==> src/sv/fps_pkg.sv <==
// Shared constants, types and helpers of the farthest point sampler.
`timescale 1ns / 1ps
package fps_pkg;
	localparam int MAX_POINTS  = 1024;
	localparam int MAX_SAMPLES = 64;
	localparam int DIM         = 3;
	localparam int COORD_BITS  = 16;
	localparam int COORD_W     = 16;
	localparam int START_W     = 12;
	localparam int NS_W        = 7;
	localparam int IDX_W       = 10;
	localparam int DIST_W      = 37;
	localparam int SQ_W        = 33;
	localparam int ADDR_W      = $clog2(MAX_POINTS);
	localparam int CNT_W       = $clog2(MAX_POINTS + 1);
	localparam int CMP_W       = (CNT_W > START_W) ? CNT_W : START_W;
	localparam int QDEPTH      = 4;
	localparam int QPTR_W      = $clog2(QDEPTH);
	localparam int QCNT_W      = $clog2(QDEPTH + 1);

	localparam logic [DIST_W-1:0] DIST_FULL = {DIST_W{1'b1}};

	typedef logic signed [COORD_W-1:0] coord_t;

	// One stored point: sample mask bit and its coordinates.
	typedef struct packed {
		logic                    ok;
		logic [DIM-1:0][COORD_W-1:0] crd;
	} point_t;

	// One command from the front to the engine.
	typedef struct packed {
		logic              wr;
		logic [ADDR_W-1:0] addr;
		point_t            pt;
		logic              job;
		logic [CNT_W-1:0]  n;
		logic [CNT_W-1:0]  vcount;
		logic [ADDR_W-1:0] start;
		logic [NS_W-1:0]   k;
	} entry_t;

	typedef struct packed {
		logic full;
		logic empty;
	} qstat_t;

	// Keep the low COORD_BITS bits, sign-extended to the full width.
	function automatic coord_t sext_coord(input logic [COORD_W-1:0] v);
		coord_t r;
		r = $signed(v << (COORD_W - COORD_BITS)) >>> (COORD_W - COORD_BITS);
		return r;
	endfunction
endpackage

==> src/sv/fps_front.sv <==
// Input front: counts points, zeroes an out-of-range start index, caps the sample count and issues commands.
`timescale 1ns / 1ps
module fps_front (
	input  logic                        clk,
	input  logic                        arst_n,
	input  logic                        in_valid,
	output logic                        in_stall,
	input  logic [fps_pkg::COORD_W-1:0] coord_0,
	input  logic [fps_pkg::COORD_W-1:0] coord_1,
	input  logic [fps_pkg::COORD_W-1:0] coord_2,
	input  logic [fps_pkg::COORD_W-1:0] coord_3,
	input  logic                        point_ok,
	input  logic                        last_point,
	input  logic [fps_pkg::START_W-1:0] start_index,
	input  logic [fps_pkg::NS_W-1:0]    num_samples,
	input  fps_pkg::qstat_t             qstat,
	output logic                        push,
	output fps_pkg::entry_t             push_data
);
	import fps_pkg::*;

	logic [CNT_W-1:0]        count_q;
	logic [CNT_W-1:0]        vcount_q;
	logic [3:0][COORD_W-1:0] raw;
	logic                    accept;
	logic                    stored;
	logic [CNT_W-1:0]        n_new;
	logic [CNT_W-1:0]        v_new;
	logic                    start_ok;

	assign raw      = {coord_3, coord_2, coord_1, coord_0};
	assign in_stall = qstat.full;
	assign accept   = in_valid && !in_stall;
	assign stored   = (count_q < CNT_W'(MAX_POINTS));
	assign n_new    = count_q + CNT_W'(stored);
	assign v_new    = vcount_q + CNT_W'(stored && point_ok);
	assign start_ok = !start_index[START_W-1] &&
		(CMP_W'(start_index[START_W-2:0]) < CMP_W'(n_new));
	assign push     = accept && (stored || last_point);

	always_comb begin
		push_data.wr   = stored;
		push_data.addr = ADDR_W'(count_q);
		push_data.pt.ok = point_ok;
		for (int d = 0; d < DIM; d++) begin
			push_data.pt.crd[d] = sext_coord(raw[d]);
		end
		push_data.job    = last_point;
		push_data.n      = n_new;
		push_data.vcount = v_new;
		push_data.start  = start_ok ? ADDR_W'(start_index[START_W-2:0]) : '0;
		push_data.k      = (num_samples > NS_W'(MAX_SAMPLES)) ? NS_W'(MAX_SAMPLES)
			: num_samples;
	end

	// Restart the count after each closing item.
	always_ff @(posedge clk or negedge arst_n) begin
		if (!arst_n) begin
			count_q  <= '0;
			vcount_q <= '0;
		end else if (accept) begin
			if (last_point) begin
				count_q  <= '0;
				vcount_q <= '0;
			end else begin
				count_q  <= n_new;
				vcount_q <= v_new;
			end
		end
	end
endmodule

==> config.mk <==
export PLATFORM = sky130hd
export DESIGN_NAME = fps_front
export DESIGN_NICKNAME = d
export VERILOG_FILES = /design/src/sv/fps_pkg.sv /design/src/sv/fps_front.sv
export SDC_FILE = /design/constraint.sdc
export NUM_CORES = 1
export LEC_CHECK = 0
export ABC_AREA = 1
export BUFFER_PORTS_ARGS = -buffer_cell sky130_fd_sc_hd__buf_4
export CORE_MARGIN = 5
export CORE_UTILIZATION = 39
export DETAILED_ROUTE_END_ITERATION = 8
export PLACE_DENSITY = 0.9
export SYNTH_ARGS = -nofsm -noshare
export SYNTH_HDL_FRONTEND = slang
export SYNTH_SLANG_ARGS = --single-unit
export TNS_END_PERCENT = 5
==> constraint.sdc <==
create_clock -name clk -period 3.6 [get_ports clk]
set_clock_uncertainty 0.2 [all_clocks]
set_input_delay 0.72 -clock clk [delete_from_list [all_inputs] [get_ports clk]]
set_output_delay 0.72 -clock clk [all_outputs]
set_load 0.005 [all_outputs]
==> impl_metrics.tcl <==
set metrics [dict create \
    reg2reg_from "count_q[10]$_DFFE_PN0P_" \
    status "completed" \
    cts_hold_buf 0 \
    core_area_um2 5507 \
    die_h_um 85.12 \
    post-route-drc-count 0 \
    cts_inserted_buffers 3 \
    whs_ps 138.6 \
    synth.most_common_cell "buf_4" \
    dpl.cell_count 402 \
    fin_crit_ps 3521 \
    routabilityCongestion 0.8479 \
    leakage_uw 0.001483 \
    floorplan.initialDensity 0.3997 \
    antenna_left 0 \
    syn_area_um2 2201 \
    dp_hpwl_um 4305 \
    insertedDiodeCount 0 \
    fin_cells 416 \
    vias 2008 \
    antenna_found_initial 0 \
    utilization 0.4944 \
    synth_cell_type_count 27 \
    fillers 523 \
    setup-violations-final 0 \
    reg2reg_slack_ps 1660 \
    ys_seq_area_frac 0.2501 \
    die-area_um2 7245 \
    dr.first_iter.drc_count 48 \
    yosysTopAreaCell "dfrtp_1" \
    timing.fmax_ghz 0.2840 \
    critPathLaunchType "register" \
    synthesis.nets 416 \
    hold_violations 0 \
    root_buffer "clkbuf_8" \
    hp-class "input pin to async pin" \
    clock_path_buffers 2 \
    path_clk_slew_ps 80 \
    finalWirelength_um 5619 \
    async_flop_share 1.000 \
    numClockSinks 22 \
    first_pass_iters 5 \
    track_usage 0.1401 \
    avgSynthCellArea_um2 6.987 \
    power_uw 687.0 \
    crit_type "register to primary output" \
    rsz0062_at_grt "true" \
    grt_overflow 0 \
    cp_data_required_time_ps 2680 \
    period_share 0.9779 \
    ff_latch_area_um2 551.8 \
    relSlewSlack 0.6626 \
    yosysWarnings 0 \
    final_layout_size_suffix_gt1_frac 0.3953 \
    htreeDepth 1 \
    grt_max_degree 23 \
    ys_ff_latch 22 \
    yosys-top-cells-area "dfrtp_1 (25%), buf_4 (21%), inv_1 (10%), nand2_1 (8.9%), ha_1 (6.3%)" \
    worstRegToRegCells 10 \
    synth-edff-count 0 \
    clock_latency_ps 260 \
    std_cell_rows 27 \
    crit_arrival_ps 2600 \
    multi_input_area_um2 1117 \
    tightest_slew_ps 505.5 \
    syn2layout_area_growth_pct 23.71 \
    irDropWorstVdd_uv 157.4 \
    cts_tree "done" \
    netlist_instances 315 \
    cp-end-kind "primary output" \
    num_io_pins 192 \
    synth_top_flop_cell "dfrtp_1" \
    io_buffers 78 \
    yosys-top-cells-count "buf_4 (62), inv_1 (61), nand2_1 (52)" \
    grt_pass1_wl_um 8583 \
    via_per_inst 4.827 \
    wire_per_inst_um 13.51 \
    grt_pass1_vias 1940 \
    rr_endpoint "count_q[10]$_DFFE_PN0P_" \
    crit_fanout 5 \
    final_nets 446 \
    powerDensity_nw_per_um2 252.3 \
    dpl_worst_slack_ps 232.5 \
    synth_top_area_share 0.2501 \
    setup_ws_ps 79.40 \
    die_w_um 85.12 \
    max_cap_viol_count 0 \
    slew_violations 0 \
]
==> what timing repair did <==
action / in CTS / in global routing
endpoints found under the hold margin: 0 / 0
setup endpoints to repair: 10 / 10
pin swaps: 2 / 11
gates cloned: 0 / 1
setup buffers: 2 / 7
gates resized for setup: 5 / 39
==> where the power goes <==
part | switching [uW] | internal (uW)
sequential | 17.7 | 259
clock | 83.9 | 97.5
combinational | 109 | 119
==> registers in the layout, summed over array words and instances, names as in the netlist <==
name	flops
count_q	11
vcount_q	11
==> layout by cell type (no fill, tap or decap) <==
| cell | count |
|---|---|
| buf_4 | 88 |
| inv_1 | 56 |
| nand2_1 | 49 |
| dfrtp_1 | 21 |
| nand3_1 | 20 |
| nor2_1 | 16 |
| nor2_2 | 11 |
| o22ai_1 | 11 |
| xor2_1 | 8 |
| o21ai_0 | 8 |
| nor2_4 | 6 |
| inv_2 | 6 |
| ha_4 | 6 |
| ha_1 | 5 |
| nand4_1 | 4 |
| nand2_2 | 4 |
| clkbuf_8 | 4 |
| nor4_4 | 2 |
| o21ai_1 | 2 |
| nor3_1 | 2 |
| nand2_8 | 2 |
| a22o_1 | 2 |
| nand3_4 | 1 |
| o21a_1 | 1 |
| nor4_1 | 1 |
| a21oi_1 | 1 |
| a21oi_2 | 1 |
| nand3_2 | 1 |
| nand2_4 | 1 |
| o21ai_2 | 1 |
| clkinv_1 | 1 |
| dfrtp_2 | 1 |
| buf_6 | 1 |
==> metrics by stage <==
stage               setup TNS, ps  area (um^2)
floorplan                       0         2201
CTS                             0         2489
detailed placement              0         2414
global placement                0         2414
finish                          0         2723
global route               -568.0         2723
==> critical path: stages, from the launching register on <==
cell and delay (ps):
dfrtp_1 400, inv_2 100, ha_4 150, ha_4 130
nand2_1 60, inv_2 90, nand4_1 140, xor2_1 240
inv_2 90, ha_4 280, nand3_2 90, nor2_2 160
nand2_4 110, nand2_8 120, nor2_4 40, buf_4 120
==> final cells by class <==
cell class,instances,share of cell area
Timing Repair Buffer,89,0.2468
Multi-Input combinational cell,166,0.4104
Sequential cell,22,0.2027
Inverter,63,0.08686
Clock buffer,4,0.02022
Tap cell,72,0.03309
==> kinds of logic (layout without fill, tap and decap cells) <==
kind of cell             count (synthesis)  in the layout  share of synthesized area
buffers and inverters                  128            156                     0.3246
AND/OR/NAND/NOR                        119            120                     0.2587
AO/OA/AOI/OAI                           27             27                    0.07220
flip-flops                              22             22                     0.2501
adder cells (fa/ha/maj)                 11             11                    0.06253
XOR/XNOR                                 8              8                    0.03184
==> worst max path at each step <==
stage | from | endpoint | slack [ps] | cells past startpoint
after floorplan | count_q[10]$_DFFE_PN0P_ | push_data[10] | 550 | 14
after global placement | count_q[0]$_DFFE_PN0P_ | push_data[7] | 330 | 17
after detailed placement | count_q[0]$_DFFE_PN0P_ | push_data[8] | 230 | 17
after CTS | count_q[0]$_DFFE_PN0P_ | push_data[7] | 1 | 17
after global routing | count_q[10]$_DFFE_PN0P_ | push_data[9] | -80 | 17
final | count_q[10]$_DFFE_PN0P_ | push_data[9] | 80 | 15
==> routing by layer <==
layer / track usage / wire [um] / vias to the layer above
met4: 0.04748 / 87 / 0
met3: 0.04369 / 370 / 22
met1: 0.1472 / 2150 / 941
met5: 0 / 0 / -
li1: - / - / 973
met2: 0.2613 / 3011 / 72
Power figures use the tool's default switching activity.
