## config.mk

```make
export PLATFORM = sky130hd
export DESIGN_NAME = fps_queue
export DESIGN_NICKNAME = d
export VERILOG_FILES = /design/src/sv/fps_pkg.sv /design/src/sv/fps_queue.sv
export SDC_FILE = /design/constraint.sdc
export NUM_CORES = 1
export LEC_CHECK = 0
export BUFFER_PORTS_ARGS = -buffer_cell sky130_fd_sc_hd__clkbuf_2
export CAP_MARGIN = 25
export CORE_ASPECT_RATIO = 1.75
export CORE_UTILIZATION = 25
export DETAILED_ROUTE_END_ITERATION = 10
export GPL_TIMING_DRIVEN = 1
export PLACE_DENSITY = 0.43
export SLEW_MARGIN = 20
export SYNTH_ARGS = -nofsm -noshare
export SYNTH_HDL_FRONTEND = slang
export SYNTH_SLANG_ARGS = --single-unit
```

## constraint.sdc

```tcl
create_clock -name clk -period 3.88 [get_ports clk]
set_input_delay 0.776 -clock clk [delete_from_list [all_inputs] [get_ports clk]]
set_output_delay 0.776 -clock clk [all_outputs]
set_load 0.005 [all_outputs]
```

## src/sv/fps_pkg.sv

```systemverilog
// Shared constants, types and helpers of the farthest point sampler.
`timescale 1ns / 1ps
package fps_pkg;
	localparam int MAX_POINTS  = 1024;
	localparam int MAX_SAMPLES = 64;
	localparam int DIM         = 3;
	localparam int COORD_BITS  = 16;
	localparam int COORD_W     = 16;
	localparam int START_W     = 12;
	localparam int NS_W        = 7;
	localparam int IDX_W       = 10;
	localparam int DIST_W      = 37;
	localparam int SQ_W        = 33;
	localparam int ADDR_W      = $clog2(MAX_POINTS);
	localparam int CNT_W       = $clog2(MAX_POINTS + 1);
	localparam int CMP_W       = (CNT_W > START_W) ? CNT_W : START_W;
	localparam int QDEPTH      = 4;
	localparam int QPTR_W      = $clog2(QDEPTH);
	localparam int QCNT_W      = $clog2(QDEPTH + 1);

	localparam logic [DIST_W-1:0] DIST_FULL = {DIST_W{1'b1}};

	typedef logic signed [COORD_W-1:0] coord_t;

	// One stored point: sample mask bit and its coordinates.
	typedef struct packed {
		logic                    ok;
		logic [DIM-1:0][COORD_W-1:0] crd;
	} point_t;

	// One command from the front to the engine.
	typedef struct packed {
		logic              wr;
		logic [ADDR_W-1:0] addr;
		point_t            pt;
		logic              job;
		logic [CNT_W-1:0]  n;
		logic [CNT_W-1:0]  vcount;
		logic [ADDR_W-1:0] start;
		logic [NS_W-1:0]   k;
	} entry_t;

	typedef struct packed {
		logic full;
		logic empty;
	} qstat_t;

	// Keep the low COORD_BITS bits, sign-extended to the full width.
	function automatic coord_t sext_coord(input logic [COORD_W-1:0] v);
		coord_t r;
		r = $signed(v << (COORD_W - COORD_BITS)) >>> (COORD_W - COORD_BITS);
		return r;
	endfunction
endpackage

```

## src/sv/fps_queue.sv

```systemverilog
// Short command queue between the front and the sampling engine.
`timescale 1ns / 1ps
module fps_queue (
	input  logic            clk,
	input  logic            arst_n,
	input  logic            push,
	input  fps_pkg::entry_t push_data,
	input  logic            pop,
	output fps_pkg::entry_t head,
	output fps_pkg::qstat_t stat
);
	import fps_pkg::*;

	entry_t              mem_q [QDEPTH];
	logic [QPTR_W-1:0]   wr_ptr_q;
	logic [QPTR_W-1:0]   rd_ptr_q;
	logic [QCNT_W-1:0]   count_q;
	logic                do_push;
	logic                do_pop;

	assign stat.full  = (count_q == QCNT_W'(QDEPTH));
	assign stat.empty = (count_q == '0);
	assign do_push    = push && !stat.full;
	assign do_pop     = pop && !stat.empty;
	assign head       = mem_q[rd_ptr_q];

	always_ff @(posedge clk) begin
		if (do_push) begin
			mem_q[wr_ptr_q] <= push_data;
		end
	end

	always_ff @(posedge clk or negedge arst_n) begin
		if (!arst_n) begin
			wr_ptr_q <= '0;
			rd_ptr_q <= '0;
			count_q  <= '0;
		end else begin
			if (do_push) begin
				wr_ptr_q <= wr_ptr_q + 1'b1;
			end
			if (do_pop) begin
				rd_ptr_q <= rd_ptr_q + 1'b1;
			end
			case ({do_push, do_pop})
				2'b10:   count_q <= count_q + 1'b1;
				2'b01:   count_q <= count_q - 1'b1;
				default: count_q <= count_q;
			endcase
		end
	end
endmodule

```

==> key figures, run 1 <==
Run status
  – Status: finished clean

Routing
  – Remaining DRCs: 0
  – Post-route ant nets: 0
  – Pre-Repair DR Iteration Count: 4
  – Routed vias/inst: 4.14
  – Total number of vias: 6643
  – Post-Route WL: 32400 um
  – DR WL/cell: 20.2 um
  – Iteration-0 DRC Markers: 373

Critical path
  – Critical path class: reg2out
  – Max FO, Critical Path: 25
  – Worst r2r path cells: 4
  – Critical Path RT: 3.10 ns
  – Reg2Reg Launch Point: count_q[2]
  – Startpoint Class: flip-flop
  – Worst setup EP type: output port
  – R2R Path End: mem_q[2][31]
  – Reg2reg setup slack: 1.57 ns
  – Critical path startpoint: rd_ptr_q[0]
  – CP Capture Point: head[28]
  – Worst Path Arrival: 2.44 ns

Timing
  – Final Max Tran Viols: 0
  – Max Fclk: 311 MHz
  – Min cycle time layout: 3.21 ns
  – RSZ-0062 raised after global routing: no
  – Clk_skew: 0.00894 ns
  – Worst slew margin: 0.478
  – Smallest hold slack: 0.0632 ns
  – Hold Vio Cnt, Final: 0
  – Final period utilization: 0.828
  – Worst Tran Pin Value: 0.783 ns
  – Final setup viols: 0
  – Setup TNS: 0 ns

Clocking
  – Clk_lat worst skew: 0.55 ns
  – Max Buffers Root-to-Sink: 3
  – CTS clk-pin slew, worst paths: 0.06 ns
  – H-tree Lvls: 2
  – Clock sink total: 407
  – Resize count post-CTS: 0
  – Post-CTS Repair Setup Buffers: 0
  – Clk root buf: clkbuf_16
  – Hold-fix buffers, CTS: 0
  – CTS tree: yes
  – CTS buffer count: 40

Placed design
  – Placed insts: 1530
  – IO Port Bufs: 205
  – Post-Place Cell Area: 16900 sq um
  – Gp weighted congestion: 0.671
  – Detailed placement HPWL: 19500 um

Worst hold path
  – Hold crit path type: in2async

GRT
  – Largest net degree at the start of global routing: 56
  – GRT Residual Overflow: 0
  – Initial antenna violation count: 2
  – Vias in the first global route: 7503
  – Global-route usage over all layers: 0.109
  – First-pass GRT wire length: 48000 um

Yosys
  – Syn Nets: 669
  – Number of synthesized register bits: 407
  – Synth area leaders: edfxtp_1, mux4_2, dfrtp_1
  – Synth Area in Simple Gates: 0.00396
  – Synth top area share: 0.809
  – Post-synthesis mux area share: 0.153
  – Largest area contributor in the netlist: edfxtp_1
  – Post-synthesis cell count: 559
  – Syn Std Cell Area: 14900 sq um
  – Sequential area share after synthesis: 0.820
  – Synth Area in Compound Gates: 0.000590
  – Main combinational cell family by area after synthesis: multiplexers
  – Post-Synth XOR/XNOR Area: 0.00354
  – Synth warn: 0
  – Syn avg cell area: 26.6 sq um
  – Post-Synth Adder-Cell Area: 0.00556
  – Synth cell types: 21

Finish
  – Reg area: 12200 sq um
  – Finished Layout Cells: 1604
  – Nets: 909
  – Finished Core Util: 0.311
  – Commonest non-fill, non-tap cell in the layout: edfxtp_1
  – Final Instance Area: 18200 sq um
  – Multi-input logic area: 2490 sq um
  – # fillers: 5648
  – Synth-to-Final Area Change: 22.2%
  – Most frequent cells in the layout: edfxtp_1, clkbuf_2, mux4_2
  – Share of post-route cells with drive strength above 1: 0.467

Floorplan
  – Core Box Area: 58400 sq um
  – Die X: 186 um
  – Die Area: 60400 sq um
  – I/O pin count: 206
  – Initial Utilization: 0.254
  – Die Y: 324 um
  – Placement row count: 117

Pwr
  – Pleak: 6.09 nW
  – Peak supply drop: 0.000406 V
  – Cell Pwr Density: 750 nW/um^2

Flow run
  – # Max-Cap Violations: 0
==> logic make-up after synthesis <==
group,after synthesis
flip-flops,407
multiplexers,102
buffers and inverters,28
AND/OR/NAND/NOR,9
XOR/XNOR,6
adder cells (fa/ha/maj),6
AO/OA/AOI/OAI,1
==> sequential cells by signal (all words and copies together) (netlist names) <==
register / cells
rd_ptr_q: 2
mem_q: 400
wr_ptr_q: 2
count_q: 3
==> per-stage QoR <==
step | power (mW) | setup slack, ns
floorplan | 8.45 | 0.0458
global placement | 10.2 | 1.13
detailed placement | 10.2 | 1.13
CTS | 14.0 | 0.516
global route | 14.4 | 0.454
finish | 13.6 | 0.666
==> routing by layer <==
layer | global-route usage | up-vias | wire length, um
met5 | 0 | - | 0
met4 | 0.0470 | 0 | 1020
met2 | 0.199 | 179 | 17500
met3 | 0.0267 | 49 | 1800
met1 | 0.117 | 3531 | 12000
li1 | - | 2884 | -
==> worst min-delay path by stage <==
| stage | slack [ns] | startpoint | endpoint |
|---|---|---|---|
| floorplan | 0.48 | arst_n | count_q[0] |
| global placement | 0.51 | count_q[2] | count_q[2] |
| detailed placement | 0.52 | count_q[2] | count_q[2] |
| CTS | 0.03 | arst_n | count_q[2] |
| global route | 0.05 | arst_n | count_q[2] |
| finish | 0.06 | arst_n | count_q[2] |
==> power by group <==
group / leakage, nW / internal, mW / switching (mW)
sequential: 3.74 / 5.81 / 0.328
clock: 0.614 / 2.07 / 1.65
combinational: 1.73 / 1.82 / 1.94
==> worst max-delay path, cell delays in order, from the launching register on <==
cell and delay (ns):
dfrtp_4 0.79, buf_4 0.40, mux4_2 0.56, clkbuf_2 0.13
==> final cells by class <==
type                       instances  area share
inverter                           6     0.00124
clock buffer                      46      0.0575
timing repair buffer             220      0.0689
tap                              773      0.0533
multi-input combinational        124       0.137
clock inverter                    27      0.0105
sequential                       407       0.671
antenna                            1    0.000138
==> Yosys cell counts <==
library cell and number:
edfxtp_1 400, mux4_2 100, buf_2 10, buf_6 9, dfrtp_1 7, inv_1 6
ha_1 5, and2_1 4, xnor2_1 3, xor2_1 3, buf_4 2, clkbuf_1 1
fa_1 1, mux2_2 1, mux2i_1 1, nand2_1 1, nor2_1 1, nor2b_2 1
nor3_1 1, nor3b_2 1, o31a_1 1
Power figures use the tool's default switching activity.
==> inputs of run 2 (changes only) <==
==> constraint.sdc (replaced) <==
create_clock -name clk -period 3 [get_ports clk]
set_input_delay 0.6 -clock clk [delete_from_list [all_inputs] [get_ports clk]]
set_output_delay 0.6 -clock clk [all_outputs]
set_load 0.005 [all_outputs]
==> key figures, run 2 (synthesized netlist as in run 1, its figures left out) <==
Critical path
  – Critical-path cell list: buf_4 > buf_12 > mux4_2 > clkbuf_2
  – Worst setup EP type: output port
  – Critical path startpoint: rd_ptr_q[0]
  – Slowest-stage cell, CP: mux4_2
  – Buf/Inv on CP: 3 (+1)
  – Worst Path Arrival: 2.10 ns (-0.34 ns)
  – Max FO, Critical Path: 19 (-24%)
  – Reg2Reg Launch Point: count_q[2]
  – Crit path max-delay family: buffers and inverters
  – Critical path class: reg2out
  – Startpoint Class: flip-flop
  – CP peak stage delay: 0.53 ns (-0.26 ns)
  – Critical Path RT: 2.40 ns (-0.70 ns)

Floorplan
  – I/O pin count: 206 (unchanged)
  – Die X: 186 um (unchanged)
  – Core Box Area: 58400 sq um (unchanged)
  – Die Area: 60400 sq um (unchanged)
  – Initial Utilization: 0.254 (unchanged)
  – Die Y: 324 um (unchanged)
  – Placement row count: 117 (unchanged)

GRT
  – Vias in the first global route: 7620 (+1.6%)
  – Global-route usage over all layers: 0.113 (+0.00382)
  – GRT Residual Overflow: 0 (unchanged)
  – Initial antenna violation count: 2 (unchanged)
  – Largest net degree at the start of global routing: 55 (-1.8%)
  – First-pass GRT wire length: 49100 um (+2.3%)

Routing
  – DR WL/cell: 20.6 um (+2.0%)
  – Post-Route WL: 33400 um (+3.1%)
  – Iteration-0 DRC Markers: 408 (+9.4%)
  – Routed vias/inst: 4.11 (-0.86%)
  – Post-route ant nets: 0 (unchanged)
  – Remaining DRCs: 0 (unchanged)
  – Pre-Repair DR Iteration Count: 4 (unchanged)
  – Total number of vias: 6660 (+0.26%)

Pwr
  – Cell Pwr Density: 967 nW/um^2 (+29%)
  – Peak supply drop: 0.000423 V (+4.1%)
  – Cell internal pwr: 12.8 mW (+32%)
  – Switching Fraction: 0.284 (-0.00384)
  – Reg power frac: 0.439 (-0.012)
  – Pleak: 6.20 nW (+1.8%)
  – Psw: 5.06 mW (+29%)
  – Combinational power share: 0.298 (+0.023)
  – Total power: 17.8 mW (+31%)
  – Clk pwr share: 0.262 (-0.012)

Finish
  – Commonest non-fill, non-tap cell in the layout: edfxtp_1
  – Largest register FFs: 400 (unchanged)
  – Nets: 929 (+2.2%)
  – Most frequent cells in the layout: edfxtp_1, clkbuf_2, mux4_2
  – Synth-to-Final Area Change: 24.1%
  – Largest regs: mem_q: 400 flops, count_q: 3 flops
  – Share of post-route cells with drive strength above 1: 0.471 (+0.00305)
  – Finished Layout Cells: 1622 (+1.1%)
  – # fillers: 5664 (+0.28%)
  – Biggest register: mem_q

Clocking
  – Clock sink total: 407 (unchanged)
  – H-tree Lvls: 2 (unchanged)
  – CTS clk-pin slew, worst paths: 0.06 ns (about the same)
  – Max Buffers Root-to-Sink: 3 (unchanged)
  – Clk_lat worst skew: 0.55 ns (about the same)
  – Clk root buf: clkbuf_16
  – CTS tree: yes
  – Resize count post-CTS: 0 (unchanged)
  – CTS buffer count: 40 (unchanged)

Timing
  – Worst slew margin: 0.585 (+0.108)
  – Final period utilization: 0.899
  – RSZ-0062 raised after global routing: no
  – Setup TNS: 0 ns (unchanged)
  – Min cycle time layout: 2.70 ns
  – Final Max Tran Viols: 0 (unchanged)
  – Clk_skew: 0.00983 ns (+0.000887 ns)
  – Worst Tran Pin Value: 0.622 ns (-0.162 ns)
  – Final setup viols: 0 (unchanged)
  – Hold Vio Cnt, Final: 0 (unchanged)
  – Max Fclk: 371 MHz

Placed design
  – Gp weighted congestion: 0.683 (+1.7%)
  – Detailed placement HPWL: 21200 um (+8.4%)
  – IO Port Bufs: 205 (unchanged)
  – Placed insts: 1544 (+0.92%)

Worst hold path
  – Hold crit path type: in2reg
  – Min-Delay Startpoint: push_data[64]

Run status
  – Status: finished clean

Flow run
  – # Max-Cap Violations: 0 (unchanged)
## run 2: final timing paths
kind                                 to  slack, ns  cells past startpoint
setup / recovery               head[27]       0.30                      4
hold / removal             mem_q[3][64]       0.27                      1
setup reg to reg           mem_q[1][79]       0.87                      4
hold reg to reg              count_q[2]       0.52                      1
max in group asynchronous   rd_ptr_q[1]       2.37                      2
min in group asynchronous    count_q[2]       0.43                      2
## run 2: power by group through the flow
stage / combinational [mW] / sequential, mW / clock (mW)
after floorplan: 3.03 / 7.83 / 0
after global placement: 5.35 / 8.06 / 0
after detailed placement: 5.34 / 8.10 / 0
after CTS: 5.62 / 7.86 / 4.87
after global routing: 5.88 / 7.94 / 5.05
final: 5.32 / 7.84 / 4.68
## run 2: timing repair
item | 4_1_cts | 5_1_grt
hold buffers | 1 | 0
endpoints found under the hold margin | 7 | 0
endpoints found under the setup margin | 66 | 0
setup buffers | 5 | 0
## run 2: layer usage
| metal | track usage | vias to the layer above | wire length, um |
|---|---|---|---|
| met5 | 0 | - | 13 |
| met4 | 0.0465 | 2 | 1040 |
| met3 | 0.0266 | 56 | 1750 |
| met2 | 0.211 | 179 | 18400 |
| met1 | 0.119 | 3490 | 12200 |
| li1 | - | 2933 | - |
## run 2: per-stage QoR
step / cell area [sq um] / util / hold slack (ns) / worst slack (ns)
after CTS: 18400 / 0.316 / 0.225 / 0.210
after floorplan: 14900 / - / 0.304 / 0.446
after global placement: 17200 / 0.294 / 0.464 / 0.466
after detailed placement: 17200 / 0.294 / 0.461 / 0.465
after global routing: 18400 / 0.316 / 0.231 / 0.155
final: 18400 / 0.316 / 0.265 / 0.302
## run 2: area by class of cell
class	count	area, sq um	share of cell area
flip-flops and latches	407	12200	0.661
multi-input cells	124	2490	0.135
repair buffers	240	1570	0.0854
clock buffers	54	1070	0.0583
well taps	773	967	0.0525
clock inverters	17	114	0.00618
inverters	6	22.5	0.00122
diodes	1	2.50	0.000136
